### src/sv/cmva_pkg.sv
`default_nettype none

package cmva_pkg;

  localparam int DIM_W = 5;
  localparam int IDX_W = 4;
  localparam int VAL_W = 16;
  localparam int DEF_MAX_DIM = 16;
  localparam int DEF_FRAC_BITS = 14;

  localparam logic [DIM_W-1:0] DIM_RESET = 5'd2;
  localparam logic [DIM_W-1:0] CNT_MAX = 5'd31;

  localparam logic REQ_MATRIX = 1'b0;
  localparam logic REQ_VECTOR = 1'b1;

  typedef struct packed {
    logic             issue;
    logic             first;
    logic             last_col;
    logic             last_row;
    logic [DIM_W-1:0] row;
    logic [DIM_W-1:0] col;
  } cmd_t;

  typedef struct packed {
    logic             launch;
    logic             run_done;
    logic [DIM_W-1:0] dim;
  } sts_t;

endpackage

`default_nettype wire

### src/sv/cmva_ctrl.sv
`default_nettype none

module cmva_ctrl (
  input  wire logic          clk_i,
  input  wire logic          rst_ni,
  input  wire cmva_pkg::sts_t sts_i,
  output cmva_pkg::cmd_t     cmd_o,
  output logic               busy_o
);
  import cmva_pkg::*;

  localparam logic [1:0] ST_IDLE  = 2'd0;
  localparam logic [1:0] ST_MAC   = 2'd1;
  localparam logic [1:0] ST_DRAIN = 2'd2;

  logic [1:0]       state_q, state_d;
  logic [DIM_W-1:0] row_q, row_d;
  logic [DIM_W-1:0] col_q, col_d;
  logic [DIM_W-1:0] dim_last;
  logic             col_end, row_end;

  assign dim_last = DIM_W'(sts_i.dim - 1'b1);
  assign col_end  = (col_q == dim_last);
  assign row_end  = (row_q == dim_last);

  always_comb begin
    state_d = state_q;
    row_d   = row_q;
    col_d   = col_q;
    unique case (state_q)
      ST_IDLE: begin
        if (sts_i.launch) begin
          state_d = ST_MAC;
          row_d   = '0;
          col_d   = '0;
        end
      end
      ST_MAC: begin
        if (col_end) begin
          col_d = '0;
          if (row_end) begin
            state_d = ST_DRAIN;
          end else begin
            row_d = row_q + 1'b1;
          end
        end else begin
          col_d = col_q + 1'b1;
        end
      end
      ST_DRAIN: begin
        if (sts_i.run_done) begin
          state_d = ST_IDLE;
        end
      end
      default: begin
        state_d = ST_IDLE;
      end
    endcase
  end

  always_ff @(posedge clk_i or negedge rst_ni) begin
    if (!rst_ni) begin
      state_q <= ST_IDLE;
      row_q   <= '0;
      col_q   <= '0;
    end else begin
      state_q <= state_d;
      row_q   <= row_d;
      col_q   <= col_d;
    end
  end

  assign cmd_o.issue    = (state_q == ST_MAC);
  assign cmd_o.first    = (col_q == '0);
  assign cmd_o.last_col = col_end;
  assign cmd_o.last_row = row_end;
  assign cmd_o.row      = row_q;
  assign cmd_o.col      = col_q;
  assign busy_o         = (state_q != ST_IDLE);

  a_launch_idle: assert property (@(posedge clk_i) disable iff (!rst_ni)
    sts_i.launch |-> state_q == ST_IDLE)
    else $error("run launched while busy");

  a_launch_mac: assert property (@(posedge clk_i) disable iff (!rst_ni)
    sts_i.launch |=> state_q == ST_MAC && row_q == '0 && col_q == '0)
    else $error("run did not start at row 0 column 0");

  a_drain_done: assert property (@(posedge clk_i) disable iff (!rst_ni)
    state_q == ST_DRAIN && sts_i.run_done |=> state_q == ST_IDLE)
    else $error("run did not return to idle after the last row");

endmodule

`default_nettype wire

### config.mk
export PLATFORM = sky130hd
export DESIGN_NAME = cmva_ctrl
export DESIGN_NICKNAME = d
export VERILOG_FILES = /design/src/sv/cmva_pkg.sv /design/src/sv/cmva_ctrl.sv
export SDC_FILE = /design/constraint.sdc
export NUM_CORES = 1
export LEC_CHECK = 0
export ABC_CLOCK_PERIOD_IN_PS = 3200
export BUFFER_PORTS_ARGS = -buffer_cell sky130_fd_sc_hd__buf_2
export CAP_MARGIN = 20
export CORE_ASPECT_RATIO = 1.1
export CORE_MARGIN = 1
export CORE_UTILIZATION = 56
export DETAILED_ROUTE_END_ITERATION = 6
export GPL_TIMING_DRIVEN = 0
export PLACE_DENSITY = 0.94
export REMOVE_ABC_BUFFERS = 1
export SLEW_MARGIN = 40
export SYNTH_ARGS = -nofsm -noshare
export SYNTH_HDL_FRONTEND = slang
export SYNTH_SLANG_ARGS = --single-unit
### constraint.sdc
create_clock -name clk_i -period 3.2 [get_ports clk_i]
set_input_delay 0.64 -clock clk_i [delete_from_list [all_inputs] [get_ports clk_i]]
set_output_delay 0.64 -clock clk_i [all_outputs]
set_load 0.005 [all_outputs]
### After elaboration in Yosys (flattened, before gate mapping)

Index checks and enable logic that the tools add are counted.

* bits in latches: 0
* memories kept: 0
* bits in registers: 12
* bits in writable memories: 0
* bits in read-only memories: 0

* div/mod/pow operators: 0
* shifts and indexed selects: 0
* equality and inequality tests: 9
* magnitude comparators: 0
* multiply operators: 0
* reduce and logical (&&, ||, !) cells: 7
* bitwise gates (word level): 0
* multiplexer cells: 11
* add/subtract/negate cells: 3

Operators by type and width (number)
* 5-bit 2-to-1 mux: 4
* 5-bit one-hot mux with 2 select lines: 2
* 5-bit by 1-bit adder with 5-bit output, second input constant: 2
* 5-bit equality test: 2
* 2-bit 2-to-1 mux: 4
* 4-bit AND reduction: 2
* 2-bit inequality test, second input constant: 3
* 2-bit one-hot mux with 3 select lines: 1
* 5-bit zero test: 1
* 5-bit by 1-bit subtractor with 5-bit output, second input constant: 1
* 2-bit by 1-bit inequality test with 1-bit output, second input constant: 2
* 2-bit nonzero test: 2
* 2-bit by 1-bit equality test with 1-bit output, second input constant: 1
* 2-bit equality test, second input constant: 1
* 2-bit zero test: 1
* 2-bit AND reduction: 1

### Logic depth before layout (Yosys ltp)

* word-level depth: 5
* depth in mapped cells: 8
* gate-level depth less buffers: 8

### Worst setup path before layout

No wires, ideal clock.

* path kind: input to output
* start point: input port sts_i[0] in the netlist's numbering
* end point: output port cmd_o[10] in the netlist's numbering
* cell stages on the path: 7
* arrival time: 1839 ps
* path slack: 721 ps
* path through: inv_1 -> ha_1 -> xor2_1 -> nand2_1 -> a311oi_2 -> and2_2 -> buf_4

* word-level cells in the longest chain between the ends: 2

RTL lines
* from (decl): RTL line cmva_ctrl.sv:6 `input wire cmva_pkg::sts_t sts_i,`
* 5-bit by 1-bit subtractor with 5-bit output: RTL line cmva_ctrl.sv:22 `assign dim_last = DIM_W'(sts_i.dim - 1'b1);`
* 5-bit equality test: RTL line cmva_ctrl.sv:24 `assign row_end = (row_q == dim_last);`
* to (decl): RTL line cmva_ctrl.sv:7 `output cmva_pkg::cmd_t cmd_o,`

Every way passes these cells.

==> metrics.md <==
| Metric | Value |
|---|---|
| Outcome | finished, final reports clean |
| EDFF count, synth | 0 |
| Placer Congestion | 0.8906 |
| Setup violators final | 0 |
| Setup CP Type | primary input to primary output |
| Grt ovf | 0 |
| Area added between synthesis and finish | 12.37% |
| Static Leak | ~0.56 nW |
| Port bufs | 23 |
| Hold Violations, Final | 0 |
| Clock Sinks | 12 |
| Fill cell count | roughly 120 |
| Ant. Diodes | 0 |
| Setup TNS | 0 ns |
| PD cells | approximately 790 nW/um^2 |
| Setup bufs post-CTS | 0 |
| Req. time, crit path | approximately 2.6 ns |
| Post-synthesis area per instance | 9.712 um^2 |
| Simple-gate portion of the synthesized area | a little under 20% |
| Worst path most repeated cell | buf_2 |
| Worst vdd ir | about 0.45 mV |
| DP HPWL | between 1500 and 2000 um |
| CTS clk-pin slew, worst paths | roughly 0.080 ns |
| Area fraction in compound gates after synthesis | about a fifth |
| Post-CTS Hold Buffers | 0 |
| Largest net degree at the start of global routing | 13 |
| Worst-Margin Slew | slightly above 0.6 ns |
| Vias/cell | a little over 6 |
| Worst-path cell chain | buf_2 -> inv_1 -> ha_1 -> xor2_1 -> nand2_1 -> a311oi_2 -> and2_2 -> buf_2 |
| Yosys cell types | 45 |
| Via Count | between 800 and 900 |
| Post-DR wirelength/cell | about 15 um |
| Maximum capacitance violations | 0 |
| CTS Buffer Depth | 2 |
| DRC viols | 0 |
| Mapped Cells | just over 100 |
| Final Power | 875.6 uW |
| Post-CTS sizing | 0 |
| Worst path slowest cell | a311oi_2 |
| Die Wd | 41.91 um |
| Flops & latches, synth | 12 |
| Worst Hold Class | primary input to asynchronous set/reset pin |
| CTS buffer count | 3 |
| Slowest stage delay, CP | roughly 0.38 ns |
| Mux cell area share after synthesis | 0% |
| Mapped Area | ~980 um^2 |
| Async set or reset register ratio after synthesis | 100.0% |
| Top-Level Pins | 24 |
| Core area | between 1500 and 2000 um^2 |
| CTS tree | yes |
| Clock Latency Late Sink | between 0.2 and 0.3 ns |
| Highest clock rate | roughly 0.36 GHz |
| DRT antenna net count | 0 |
| CTS H-tree depth | 1 |
| First-pass GRT wire length | ~3400 um |
| Slew headroom | around three fifths |
| Register area | around 300 um^2 |
| Share of layout cells above drive strength 1 | around a third |
| Vias in the first global route | ~800 |
| Die ar. | 1923 um^2 |
| Crit start category | primary input |
| Initial Utilization | about three fifths |
| Die height | about 46 um |
| Dominant synthesized flop cell | dfrtp_1 |
| Commonest non-fill, non-tap cell in the layout | buf_2 |
| Fin crit period | approximately 2.8 ns |
| Sequential cell area fraction in the yosys report | between 30 and 40% |
| Critical Path Fanout Max | 4 |
| Adder-Cell Fraction of Synth Area | 5.102% |
| Area of the multi-input gates | approximately 600 um^2 |
| Crit end category | primary output |
| Largest family of logic cells by synthesized area | compound AO/OA/AOI/OAI gates |
| Setup WS post-layout | 0.3979 ns |
| Synth warnings | 0 |
| 1st-pass router iterations | 4 |
| Core Rows | 15 |
| Initial DRC Count | 20 |
| Max-slew violations | 0 |
| CP arrival | between 2 and 2.5 ns |
| Most frequent cells in the layout | 23 x buf_2, 12 x dfrtp_1, 9 x nand2_1 |
| Xor and xnor area share after synthesis | ~16% |
| Layout Nets | roughly 140 |
| Pre-CTS WS | between 0.4 and 0.5 ns |
| RSZ-0062 raised after global routing | false |
| Drt total wl | 2115 um |
| Final period utilization | 87.56% |
| Initial antenna violation count | 0 |
| Clk_skew | around 0.0057 ns |
| All-Layer GR Usage | approximately 24% |
| Root Buffer Master | clkbuf_4 |
-- flip-flops by register name, indices dropped and copies added, names as in the netlist --
signal / count
row_q: 5
col_q: 5
state_q: 2
-- critical path: cells and delay by family --
family	cells	cell delay, ns
compound gates	1	0.38
fa+ha+maj	1	0.34
simple gates	2	0.32
buf+inv	3	0.31
xor+xnor	1	0.17
-- per-layer routing --
layer  GRT usage [%]  wire length [um]  share of wire [%]  vias up
met4           18.71                19               0.90        0
met1           29.00               888                 42      430
met2           40.94              1131                 53       25
li1                -                 -                  -      397
met5               0                 0                  0        -
met3           1.984                75                3.5        4
-- cell families (layout without fill, tap and decap cells) --
logic type | after synthesis | after routing
AO/OA/AOI/OAI | 24 | 24
XOR/XNOR | 14 | 14
adder cells (fa/ha/maj) | 4 | 4
buffers and inverters | 15 | 36
flip-flops | 12 | 12
AND/OR/NAND/NOR | 32 | 32
-- cell type report --
| class | instances | area share (%) |
|---|---|---|
| Inverter | 9 | 3.065 |
| Timing Repair Buffer | 23 | 10.44 |
| Multi-Input combinational cell | 74 | 54.03 |
| Tap cell | 17 | 1.930 |
| Sequential cell | 12 | 27.24 |
| Clock buffer | 4 | 3.292 |
-- worst paths after layout --
path / from / to / slack (ns) / depth (start not counted)
hold reg to reg: state_q[0] / state_q[0] / 0.54 / 1
hold / removal: rst_ni / row_q[3] / 0.23 / 1
setup reg to reg: col_q[3] / row_q[3] / 1.29 / 5
max in group asynchronous: rst_ni / col_q[3] / 2.74 / 1
min in group clk_i: state_q[0] / state_q[0] / 0.54 / 1
setup / recovery: sts_i[0] / cmd_o[10] / 0.40 / 8
-- metrics by stage --
stage	cell area, um^2	hold WS (ns)	instances	utilization (%)
finish	1102	0.2286	139	69.10
global route	1102	0.2422	139	69.10
CTS	1102	0.2317	139	69.10
detailed placement	1066	0.5361	135	66.82
global placement	1066	0.5079	135	66.82
floorplan	929.6	0.3444	95	-
-- Yosys cell counts, drive strengths merged, types with 2 or more instances --
cell    number  area [um^2]
a21o         3        23.77
a21oi        3        18.77
a22o         2        17.52
and2         3        20.02
buf          4        33.78
clkbuf       2        17.51
dfrtp       12        300.3
ha           4        50.05
inv          8        30.03
nand2        9        33.78
nand3        4        20.02
nand4        2        18.77
nor3b        4        30.03
o211ai       3        32.53
o21ai        5        25.02
o21bai       2        15.01
xnor2        6        52.55
xnor3        2        48.80
xor2         6        52.55
-- where the power goes --
part	internal (mW)	switching, mW	total, mW	leakage, nW
Combinational	0.229	0.202	0.431	0.388
Clock	0.0692	0.0546	0.124	0.0210
Sequential	0.213	0.108	0.321	0.146
No activity file was read; power rests on OpenSTA's default activity.
